File: config.mk
export PLATFORM = sky130hd
export DESIGN_NAME = led_indicator_priority_select
export DESIGN_NICKNAME = d
export VERILOG_FILES = /design/src/rtl/core/lis_pkg.sv /design/src/rtl/core/lis_source_store.sv /design/src/rtl/core/lis_led_select.sv /design/src/rtl/core/lis_result_fifo.sv /design/src/rtl/core/led_indicator_priority_select.sv
export SDC_FILE = /design/constraint.sdc
export NUM_CORES = 1
export LEC_CHECK = 0
export BUFFER_PORTS_ARGS = -buffer_cell sky130_fd_sc_hd__buf_2
export CAP_MARGIN = 20
export CELL_PAD_IN_SITES_DETAIL_PLACEMENT = 0
export CELL_PAD_IN_SITES_GLOBAL_PLACEMENT = 2
export CORE_MARGIN = 1.5
export CORE_UTILIZATION = 50
export CTS_BUF_LIST = sky130_fd_sc_hd__clkbuf_4 sky130_fd_sc_hd__clkbuf_8
export DETAILED_ROUTE_END_ITERATION = 6
export HOLD_SLACK_MARGIN = 0.06
export PLACE_DENSITY_LB_ADDON = 0.1
export SYNTH_ARGS = -nofsm -noshare
export SYNTH_HDL_FRONTEND = slang
export SYNTH_HIERARCHICAL = 1
export SYNTH_SLANG_ARGS = --single-unit
File: constraint.sdc
create_clock -name clock -period 26.3 [get_ports clock]
set_clock_uncertainty 0.1 [all_clocks]
set_input_delay 2.63 -clock clock [delete_from_list [all_inputs] [get_ports clock]]
set_output_delay 2.63 -clock clock [all_outputs]
set_load 0.01 [all_outputs]
File: src/rtl/core/lis_pkg.sv
// ----------------------------------------------------------------------------
// LED indicator priority select - shared types and constants
// Request kinds, result record, stored light sources and queue sizing.
// ----------------------------------------------------------------------------
package lis_pkg;

   // request kinds; codes 5..7 carry no meaning and are dropped
   typedef enum logic [2:0] {
      FUNC_BACKLIGHT = 3'd0,
      FUNC_BUTTONS   = 3'd1,
      FUNC_BATTERY   = 3'd2,
      FUNC_NOTIFY    = 3'd3,
      FUNC_ATTENTION = 3'd4
   } func_type;

   typedef enum logic [1:0] {
      TARGET_DISPLAY = 2'd0,
      TARGET_BUTTONS = 2'd1,
      TARGET_LED     = 2'd2
   } target_type;

   typedef enum logic [1:0] {
      MODE_OFF     = 2'd0,
      MODE_SOLID   = 2'd1,
      MODE_BLINK   = 2'd2,
      MODE_STORED  = 2'd3
   } led_mode_type;

   localparam logic [3:0] PATTERN_BATT_RED   = 4'd3;
   localparam logic [3:0] PATTERN_BATT_OTHER = 4'd5;
   localparam logic [3:0] PATTERN_NOTIFY_GRN = 4'd7;
   localparam logic [3:0] PATTERN_ATTENTION  = 4'd14;

   localparam logic [7:0]  LEVEL_FULL = 8'hFF;
   localparam logic [31:0] RGB_MASK   = 32'h00FF_FFFF;

   // result queue sizing
   localparam int unsigned FIFO_DEPTH = 4;
   localparam int unsigned PTR_W      = $clog2(FIFO_DEPTH);
   localparam int unsigned COUNT_W    = $clog2(FIFO_DEPTH + 1);

   typedef struct packed {
      logic [31:0] color;
      logic        timed;
      logic [15:0] on_ms;
      logic [15:0] off_ms;
   } source_type;

   typedef struct packed {
      source_type battery;
      source_type notify;
      source_type attention;
      logic       display_lit;
   } store_type;

   typedef struct packed {
      target_type   target;
      logic [7:0]   level;
      led_mode_type led_mode;
      logic [3:0]   pattern_id;
      logic [7:0]   red;
      logic [7:0]   green;
      logic [7:0]   blue;
      logic [31:0]  blink_color;
      logic [15:0]  blink_on_ms;
      logic [15:0]  blink_off_ms;
      logic         last;
   } result_type;

   localparam result_type RESULT_ZERO = '0;

endpackage

File: src/rtl/core/lis_source_store.sv
// ----------------------------------------------------------------------------
// LED indicator priority select - source store
// Holds the last battery, notification and attention requests and the
// display-lit flag; exports the next values only.
// ----------------------------------------------------------------------------
module lis_source_store (
   input  logic                clock,
   input  logic                reset,
   input  logic                update,
   input  logic [2:0]          func,
   input  lis_pkg::source_type req_source,
   output lis_pkg::store_type  store_in
);
   import lis_pkg::*;

   store_type store_ff;

   always_comb begin
      store_in = store_ff;
      if (update) begin
         unique case (func)
            FUNC_BACKLIGHT: store_in.display_lit = |req_source.color[23:16];
            FUNC_BATTERY:   store_in.battery     = req_source;
            FUNC_NOTIFY:    store_in.notify      = req_source;
            FUNC_ATTENTION: store_in.attention   = req_source;
            default:        store_in = store_ff;
         endcase
      end
   end

   always_ff @(posedge clock) begin
      if (reset) begin
         store_ff             <= '0;
         store_ff.display_lit <= 1'b1;
      end else begin
         store_ff <= store_in;
      end
   end

endmodule

File: src/rtl/core/lis_led_select.sv
// ----------------------------------------------------------------------------
// LED indicator priority select - LED command select
// Picks the lit source of highest priority and forms one RGB LED command.
// ----------------------------------------------------------------------------
module lis_led_select (
   input  lis_pkg::store_type  store,
   output lis_pkg::result_type led_result
);
   import lis_pkg::*;

   logic       att_lit;
   logic       ntf_lit;
   logic       bat_sel;
   source_type src;
   logic [7:0] r;
   logic [7:0] g;
   logic [7:0] b;

   assign att_lit = |(store.attention.color & RGB_MASK);
   assign ntf_lit = |(store.notify.color & RGB_MASK);
   assign bat_sel = !att_lit && !ntf_lit && !store.display_lit
                    && |(store.battery.color & RGB_MASK);

   always_comb begin
      if (att_lit)      src = store.attention;
      else if (ntf_lit) src = store.notify;
      else if (bat_sel) src = store.battery;
      else              src = '0;
   end

   assign r = src.color[23:16];
   assign g = src.color[15:8];
   assign b = src.color[7:0];

   always_comb begin
      led_result        = RESULT_ZERO;
      led_result.target = TARGET_LED;
      led_result.last   = 1'b1;
      if (bat_sel) begin
         led_result.led_mode   = MODE_STORED;
         led_result.pattern_id = (r > g && r > b) ? PATTERN_BATT_RED : PATTERN_BATT_OTHER;
      end else if (att_lit) begin
         led_result.led_mode   = MODE_STORED;
         led_result.pattern_id = PATTERN_ATTENTION;
      end else if (ntf_lit && g != 8'd0 && g >= r && g >= b) begin
         led_result.led_mode   = MODE_STORED;
         led_result.pattern_id = PATTERN_NOTIFY_GRN;
      end else if (r == 8'd0 && g == 8'd0 && b == 8'd0) begin
         led_result.led_mode = MODE_OFF;
      end else if (src.timed && src.on_ms != 16'd0 && src.off_ms != 16'd0) begin
         led_result.led_mode     = MODE_BLINK;
         led_result.blink_color  = src.color;
         led_result.blink_on_ms  = src.on_ms;
         led_result.blink_off_ms = src.off_ms;
      end else begin
         led_result.led_mode = MODE_SOLID;
         led_result.red      = r;
         led_result.green    = g;
         led_result.blue     = b;
      end
   end

endmodule

File: src/rtl/core/lis_result_fifo.sv
// ----------------------------------------------------------------------------
// LED indicator priority select - result queue
// Small register queue: up to two results in per cycle, one out while ready.
// ----------------------------------------------------------------------------
module lis_result_fifo (
   input  logic                              clock,
   input  logic                              reset,
   input  logic                              push_one,
   input  logic                              push_two,
   input  lis_pkg::result_type               entry0,
   input  lis_pkg::result_type               entry1,
   input  logic                              pop_ready,
   output logic                              head_valid,
   output lis_pkg::result_type               head,
   output logic [lis_pkg::COUNT_W-1:0]       count
);
   import lis_pkg::*;

   result_type         mem_ff [FIFO_DEPTH];
   logic [PTR_W-1:0]   wr_ptr_ff;
   logic [PTR_W-1:0]   wr_ptr_in;
   logic [PTR_W-1:0]   rd_ptr_ff;
   logic [PTR_W-1:0]   rd_ptr_in;
   logic [COUNT_W-1:0] count_ff;
   logic [COUNT_W-1:0] count_in;
   logic [1:0]         push_cnt;
   logic               pop;

   assign head_valid = count_ff != '0;
   assign head       = mem_ff[rd_ptr_ff];
   assign count      = count_ff;
   assign pop        = head_valid && pop_ready;
   assign push_cnt   = push_two ? 2'd2 : (push_one ? 2'd1 : 2'd0);

   assign wr_ptr_in = wr_ptr_ff + PTR_W'(push_cnt);
   assign rd_ptr_in = rd_ptr_ff + PTR_W'(pop);
   assign count_in  = count_ff + COUNT_W'(push_cnt) - COUNT_W'(pop);

   always_ff @(posedge clock) begin
      if (reset) begin
         wr_ptr_ff <= '0;
         rd_ptr_ff <= '0;
         count_ff  <= '0;
      end else begin
         wr_ptr_ff <= wr_ptr_in;
         rd_ptr_ff <= rd_ptr_in;
         count_ff  <= count_in;
      end
   end

   always_ff @(posedge clock) begin
      if (push_one || push_two) begin
         mem_ff[wr_ptr_ff] <= entry0;
      end
      if (push_two) begin
         mem_ff[wr_ptr_ff + PTR_W'(1)] <= entry1;
      end
   end

endmodule

File: src/rtl/core/led_indicator_priority_select.sv
// ----------------------------------------------------------------------------
// LED indicator priority select - top level
// Takes light requests, keeps the indicator sources and issues backlight,
// button and RGB LED commands in priority order.
// ----------------------------------------------------------------------------
//  channel | dir | tdata                              | tuser      | tlast
//  req_    | in  | color, timed, on ms, off ms        | func       | -
//  rsp_    | out | level, mode, pattern, rgb, blink   | target     | last
//
// Order: a request is registered in the input register on acceptance; its
// results are then written into the result queue, which drives rsp_tvalid.
// Backlight requests give two results, others one, unknown kinds none; the
// sustained rate is one request per cycle while rsp_tready stays high, lower
// for backlight requests, set by the single-read result queue.
// Reset: synchronous; sources clear to zero, display counts as lit, queue empty.
// Stalls: the input stage holds while the queue (4 entries) lacks room for the
// registered request's results; req_tready does not depend on rsp_tready.
// ----------------------------------------------------------------------------
module led_indicator_priority_select (
   input  logic         clock,
   input  logic         reset,
   // request channel
   input  logic         req_tvalid,
   output logic         req_tready,
   input  logic [71:0]  req_tdata,   // argb_color[31:0], flash_timed[32],
                                     // flash_on_ms[48:33], flash_off_ms[64:49], zero pad
   input  logic [2:0]   req_tuser,   // func[2:0]
   // result channel
   output logic         rsp_tvalid,
   input  logic         rsp_tready,
   output logic [103:0] rsp_tdata,   // level[7:0], led_mode[9:8], pattern_id[13:10],
                                     // red[21:14], green[29:22], blue[37:30],
                                     // blink_color[69:38], blink_on_ms[85:70],
                                     // blink_off_ms[101:86], zero pad
   output logic [1:0]   rsp_tuser,   // target[1:0]
   output logic         rsp_tlast    // last result of a request
);
   import lis_pkg::*;

   // input register
   logic               s1_valid_ff;
   logic               s1_valid_in;
   logic [2:0]         s1_func_ff;
   source_type         s1_src_ff;
   logic               req_accept;
   logic               s1_advance;
   logic               s1_fits;

   store_type          store_in;
   result_type         led_result;
   result_type         entry0;
   result_type         entry1;
   logic               push_one;
   logic               push_two;
   result_type         head;
   logic [COUNT_W-1:0] fifo_count;

   assign req_accept = req_tvalid && req_tready;
   assign req_tready = !s1_valid_ff || s1_advance;
   assign s1_advance = s1_valid_ff && s1_fits;

   // room check uses the registered count only, keeping ready free of rsp_tready
   always_comb begin
      unique case (s1_func_ff) inside
         FUNC_BACKLIGHT: s1_fits = fifo_count <= COUNT_W'(FIFO_DEPTH - 2);
         FUNC_BUTTONS,
         FUNC_BATTERY,
         FUNC_NOTIFY,
         FUNC_ATTENTION: s1_fits = fifo_count <= COUNT_W'(FIFO_DEPTH - 1);
         default:        s1_fits = 1'b1;
      endcase
   end

   assign s1_valid_in = req_accept || (s1_valid_ff && !s1_advance);

   always_ff @(posedge clock) begin
      if (reset) begin
         s1_valid_ff <= 1'b0;
      end else begin
         s1_valid_ff <= s1_valid_in;
      end
   end

   always_ff @(posedge clock) begin
      if (req_accept) begin
         s1_func_ff       <= req_tuser;
         s1_src_ff.color  <= req_tdata[31:0];
         s1_src_ff.timed  <= req_tdata[32];
         s1_src_ff.on_ms  <= req_tdata[48:33];
         s1_src_ff.off_ms <= req_tdata[64:49];
      end
   end

   lis_source_store u_store (
      .clock      (clock),
      .reset      (reset),
      .update     (s1_advance),
      .func       (s1_func_ff),
      .req_source (s1_src_ff),
      .store_in   (store_in)
   );

   // LED command sees the sources with this request already applied
   lis_led_select u_led_select (
      .store      (store_in),
      .led_result (led_result)
   );

   // result build
   always_comb begin
      entry0   = led_result;
      entry1   = led_result;
      push_one = 1'b0;
      push_two = 1'b0;
      unique case (s1_func_ff) inside
         FUNC_BACKLIGHT: begin
            entry0        = RESULT_ZERO;
            entry0.target = TARGET_DISPLAY;
            entry0.level  = s1_src_ff.color[23:16];
            push_two      = s1_advance;
         end
         FUNC_BUTTONS: begin
            entry0        = RESULT_ZERO;
            entry0.target = TARGET_BUTTONS;
            entry0.level  = |(s1_src_ff.color & RGB_MASK) ? LEVEL_FULL : 8'd0;
            entry0.last   = 1'b1;
            push_one      = s1_advance;
         end
         FUNC_BATTERY,
         FUNC_NOTIFY,
         FUNC_ATTENTION: begin
            push_one = s1_advance;
         end
         default: begin
            push_one = 1'b0;
         end
      endcase
   end

   lis_result_fifo u_fifo (
      .clock      (clock),
      .reset      (reset),
      .push_one   (push_one),
      .push_two   (push_two),
      .entry0     (entry0),
      .entry1     (entry1),
      .pop_ready  (rsp_tready),
      .head_valid (rsp_tvalid),
      .head       (head),
      .count      (fifo_count)
   );

   assign rsp_tuser = head.target;
   assign rsp_tlast = head.last;
   assign rsp_tdata = {2'b00, head.blink_off_ms, head.blink_on_ms, head.blink_color,
                       head.blue, head.green, head.red, head.pattern_id,
                       head.led_mode, head.level};

`ifndef NO_ASSERTIONS
   // queue never overfills
   assert property (@(posedge clock) disable iff (reset)
      fifo_count <= COUNT_W'(FIFO_DEPTH))
      else $error("result queue overflow");

   // a backlight transaction only moves on with room for both results
   assert property (@(posedge clock) disable iff (reset)
      (s1_advance && s1_func_ff == FUNC_BACKLIGHT)
         |-> fifo_count <= COUNT_W'(FIFO_DEPTH - 2))
      else $error("backlight pushed without room");

   // only the display write is a non-final result
   assert property (@(posedge clock) disable iff (reset)
      (rsp_tvalid && !rsp_tlast) |-> rsp_tuser == TARGET_DISPLAY)
      else $error("non-final result on wrong target");

   // the LED command follows the display write without a gap
   assert property (@(posedge clock) disable iff (reset)
      (rsp_tvalid && rsp_tready && !rsp_tlast) |=> (rsp_tvalid && rsp_tlast))
      else $error("second backlight result missing");

   // nothing is offered right after reset
   assert property (@(posedge clock)
      $past(reset) |-> (!rsp_tvalid && !s1_valid_ff))
      else $error("state not cleared by reset");
`endif

endmodule

**Word level (Yosys, flattened, before mapping)**

Memory sizes are Yosys's and may differ from the RTL's. A register that Yosys moved wholly into a read port is not among the register bits.
Index checks and enable logic that the tools add are counted.

- Word-level logic and storage cells: 108
- Output and inout port bits: 109
- Memories: 1
- Register bits after elaboration: 272
- Bits of input ports: 79
- Memory bits (writable): 420

Memory list:

| memory | depth | width | read ports | clocked after Yosys merged registers in | write ports | line | RTL |
|---|---|---|---|---|---|---|---|
| u_fifo.mem_ff | 4 | 105 | 1 | 1 | 2 | lis_result_fifo.sv:19 | `result_type mem_ff [FIFO_DEPTH];` |

- Equality and inequality tests: 4
- Multiplexer cells: 33
- Add/subtract/negate cells: 5
- Reductions and logical operators: 37
- $lt $le $gt $ge: 6

Operator list:

| operator | count |
|---|---|
| 65-bit two-way mux | 6 |
| 88-bit two-way mux | 4 |
| 105-bit one-hot mux with 2 select lines | 1 |
| 196-bit two-way mux | 1 |
| 24-bit OR reduction | 4 |
| 64-bit two-way mux | 1 |
| 16-bit nonzero test | 2 |
| 8-bit logical NOT | 3 |
| 24-bit two-way mux | 1 |
| 8-bit >= comparator | 2 |
| 8-bit > comparator | 2 |
| 1-bit logical AND | 15 |
| 6-bit two-way mux | 2 |
| 2-bit two-way mux | 5 |
| 1-bit two-way mux | 8 |
| 8-bit two-way mux | 1 |
| 8-bit nonzero test | 1 |
| 8-bit OR reduction | 1 |
| 3-bit by 2-bit == test with 1-bit output, second input constant | 2 |
| 3-bit by 2-bit <= comparator with 1-bit output, second input constant | 2 |
| 3-bit two-way mux | 2 |
| 1-bit logical NOT | 5 |
| 4-bit OR reduction | 1 |
| 3-bit by 2-bit adder with 3-bit output | 1 |
| other kinds (10) | 12 |

**Logic depth before layout (Yosys ltp)**

- Depth after elaboration: 22
- Mapped depth: 31
- Depth with buffers taken out: 24

**Modules after synthesis**

The synthesis kept the hierarchy.

Modules (own cells, without submodules):

| module | seq. area each (um^2) | area each (um^2) | cells each | instances |
|---|---|---|---|---|
| lis_result_fifo | 12752.2 | 20588.5 | 1060 | 1 |
| lis_source_store | 3923.8 | 7872.6 | 638 | 1 |
| led_indicator_priority_select | 2062.0 | 3078.0 | 235 | 1 |
| lis_led_select | 0.0 | 2671.3 | 424 | 1 |

**Least setup slack after synthesis**

OpenSTA, ideal clock, no wires.

- Kind: reg-to-reg
- From: register s1_func_ff[1]
- To: memory u_fifo/mem_ff[0][0] in the netlist's numbering (enable)
- Path buffers: 1
- Setup time: 714 ps
- Clock period less this slack: 9616 ps
- Cell stages (with the launch flop): 8
- Setup slack: 16684 ps
- Arrival time: 8803 ps
- Path through: edfxtp_1 and4bb_1 a211oi_2 nand2_1 nor4_2 buf_4 o21bai_1 o21ai_0

RTL lines:

| element | line | RTL |
|---|---|---|
| start, declared | led_indicator_priority_select.sv:43 | `logic [2:0] s1_func_ff;` |
| start signal, assigned | led_indicator_priority_select.sv:86 | `s1_func_ff <= req_tuser;` |
| end, declared | lis_result_fifo.sv:19 |  |

==> results.sh <==
export IMPL_die_w_um=262
export IMPL_rsz0062_at_grt="no"
export IMPL_h_tree_depth=3
export IMPL_dp_hpwl_um=52600
export IMPL_period_needed_ns=9.71
export IMPL_cap_violations=0
export IMPL_port_buffers=178
export IMPL_worst_setup_path_start_kind="flip-flop"
export IMPL_slowest_stage="nor3_2"
export IMPL_ys_warn_count=6
export IMPL_final_util_pct=56.7
export IMPL_cts_repair_resize_count=0
export IMPL_ctsHoldBuffers=0
export IMPL_insertion_delay_ns=0.73
export IMPL_max_freq_ghz=0.103
export IMPL_clk_pin_slew_ns=0.06
export IMPL_crit_type="flip-flop to flip-flop"
export IMPL_status="finished clean"
export IMPL_grt_pass1_wl_um=131000
export IMPL_avgSynthCellArea_um2=14.5
export IMPL_setup_viol=0
export IMPL_grt_max_degree=132
export IMPL_postRouteAntennaNets=0
export IMPL_hp_class="flip-flop to flip-flop"
export IMPL_grt_use_total_pct=25.6
export IMPL_wl_per_cell_um=25.4
export IMPL_die_h_um=262
export IMPL_crit_fanout=37
export IMPL_cts_sinks=676
export IMPL_grt_overflow=0
export IMPL_drtIter0Drc=1371
export IMPL_powerDensity_nw_per_um2=72.6
export IMPL_drcViolationCount=0
export IMPL_place_congestion=0.821
export IMPL_dr_pass1_iters=5
export IMPL_p_leak_uw=0.0152
export IMPL_start_util_pct=50.8
export IMPL_wl_um=88000
export IMPL_postCtsSetupBuffers=0
export IMPL_tns_ns=0
export IMPL_critPathMostFrequentCell="buf_4"
export IMPL_cts_tree="yes"
export IMPL_worstMarginPinSlew_ns=1.16
export IMPL_via_per_inst=5.80
export IMPL_drive_above_1_share_pct=41.3
export IMPL_hold_ws_ns=0.413
export IMPL_pin_count=188
export IMPL_synth_area_um2=33600
export IMPL_required_ns=26.78
export IMPL_post_route_period_util_pct=36.9
export IMPL_grt_pass1_vias=20800
export IMPL_cp_arrival_ns=10.19
export IMPL_ir_drop_uv=52.4
export IMPL_layout_nets=2604
export IMPL_numCtsBuffers=113
export IMPL_via_count=20100
export IMPL_grt_antenna_before_repair=2
export IMPL_die_area_um2=68700
export IMPL_rows=94
export IMPL_clockBufferDepth=3
export IMPL_core_area_um2=66100
export IMPL_finalHoldViolations=0
export IMPL_maxSlewHeadroom_pct=22.7
export IMPL_clockRootBuffer="clkbuf_8"
export IMPL_area_growth_pct=11.5
export IMPL_max_stage_delay_ns=0.84
export IMPL_synthCells=2309
export IMPL_drv_slew=0
export IMPL_endpoint_kind="flip-flop"
[layout make-up]
type                       count  area [µm²]
timing repair buffer         226        1260
clock buffer                 176        2130
sequential                   676       18400
multi-input combinational   1445       14100
clock inverter                37         274
tap                          864        1080
antenna                        1        2.50
fill                        5432       28600
inverter                      35         131
[stage by stage]
step,area [µm²],setup slack (ns),instances,power [µW]
floorplan,33600,16.68,2319,1580
global placement,35000,16.82,3244,1760
detailed placement,35000,16.77,3245,1760
CTS,37400,16.75,3458,2750
global route,37500,16.14,3460,2830
finish,37500,16.59,3460,2720
[layout by cell type (no fill, tap or decap), types with 6 or more instances in the layout]
master / instances
nand3_1: 10
nor2_1: 52
nor3_1: 27
a21oi_1: 48
mux2_1: 90
nor3_2: 12
nor2b_1: 190
ha_1: 27
edfxtp_1: 488
clkbuf_4: 47
dfxtp_1: 186
nand4_1: 13
a21o_1: 31
and2_1: 127
o21ai_0: 30
clkinv_1: 23
mux2_2: 469
nor4_1: 29
mux4_2: 105
buf_4: 47
nand2_1: 31
mux2_4: 42
a22oi_1: 9
clkbuf_8: 129
clkinv_2: 6
inv_1: 35
buf_2: 177
conb_1: 13
[flip-flops by register name (all words and copies together), names as in the netlist]
name,count
u_fifo/mem_ff,420
u_store/store_ff,180
s1_src_ff,65
s1_func_ff,3
u_fifo/count,3
u_fifo/rd_ptr_ff,2
u_fifo/wr_ptr_ff,2
s1_valid_ff,1
[final timing paths]
| kind | startpoint | to | slack, ns | cells past startpoint |
|---|---|---|---|---|
| setup / recovery | s1_func_ff[0]$_DFFE_PP_ | u_fifo/mem_ff[0][32]$_DFFE_PP_ | 16.59 | 27 |
| hold / removal | s1_valid_ff$_SDFF_PP0_ | s1_valid_ff$_SDFF_PP0_ | 0.41 | 2 |
| setup reg to reg | s1_func_ff[0]$_DFFE_PP_ | u_fifo/mem_ff[0][32]$_DFFE_PP_ | 16.59 | 27 |
| hold reg to reg | s1_valid_ff$_SDFF_PP0_ | s1_valid_ff$_SDFF_PP0_ | 0.41 | 2 |
[critical path, delay by kind of cell, from the launching register on]
family,cells,cell delay [ns]
muxes,2,0.54
AOI/OAI and AO/OA,6,1.45
and+or+nand+nor,12,4.13
adders and majority gates,1,0.26
buffers and inverters,6,2.29
DFF,1,0.67
[power by group]
| part | total [µW] | internal [µW] | switching (µW) | leakage, µW |
|---|---|---|---|---|
| Combinational | 518 | 211 | 307 | 0.00731 |
| Sequential | 1220 | 1180 | 39.0 | 0.00660 |
| Clock | 978 | 553 | 426 | 0.00128 |
[layer usage]
layer  track usage [%]  wire length (µm)  part of all wire (%)  up-vias
li1                  -                 -                     -     9143
met1              34.1             38400                    44    10300
met2              43.2             43300                    49      516
met3              3.98              4050                   4.6      145
met4              7.78              2210                   2.5        2
met5                 0                 7                0.0080        -
No activity file was read; power rests on OpenSTA's default activity.
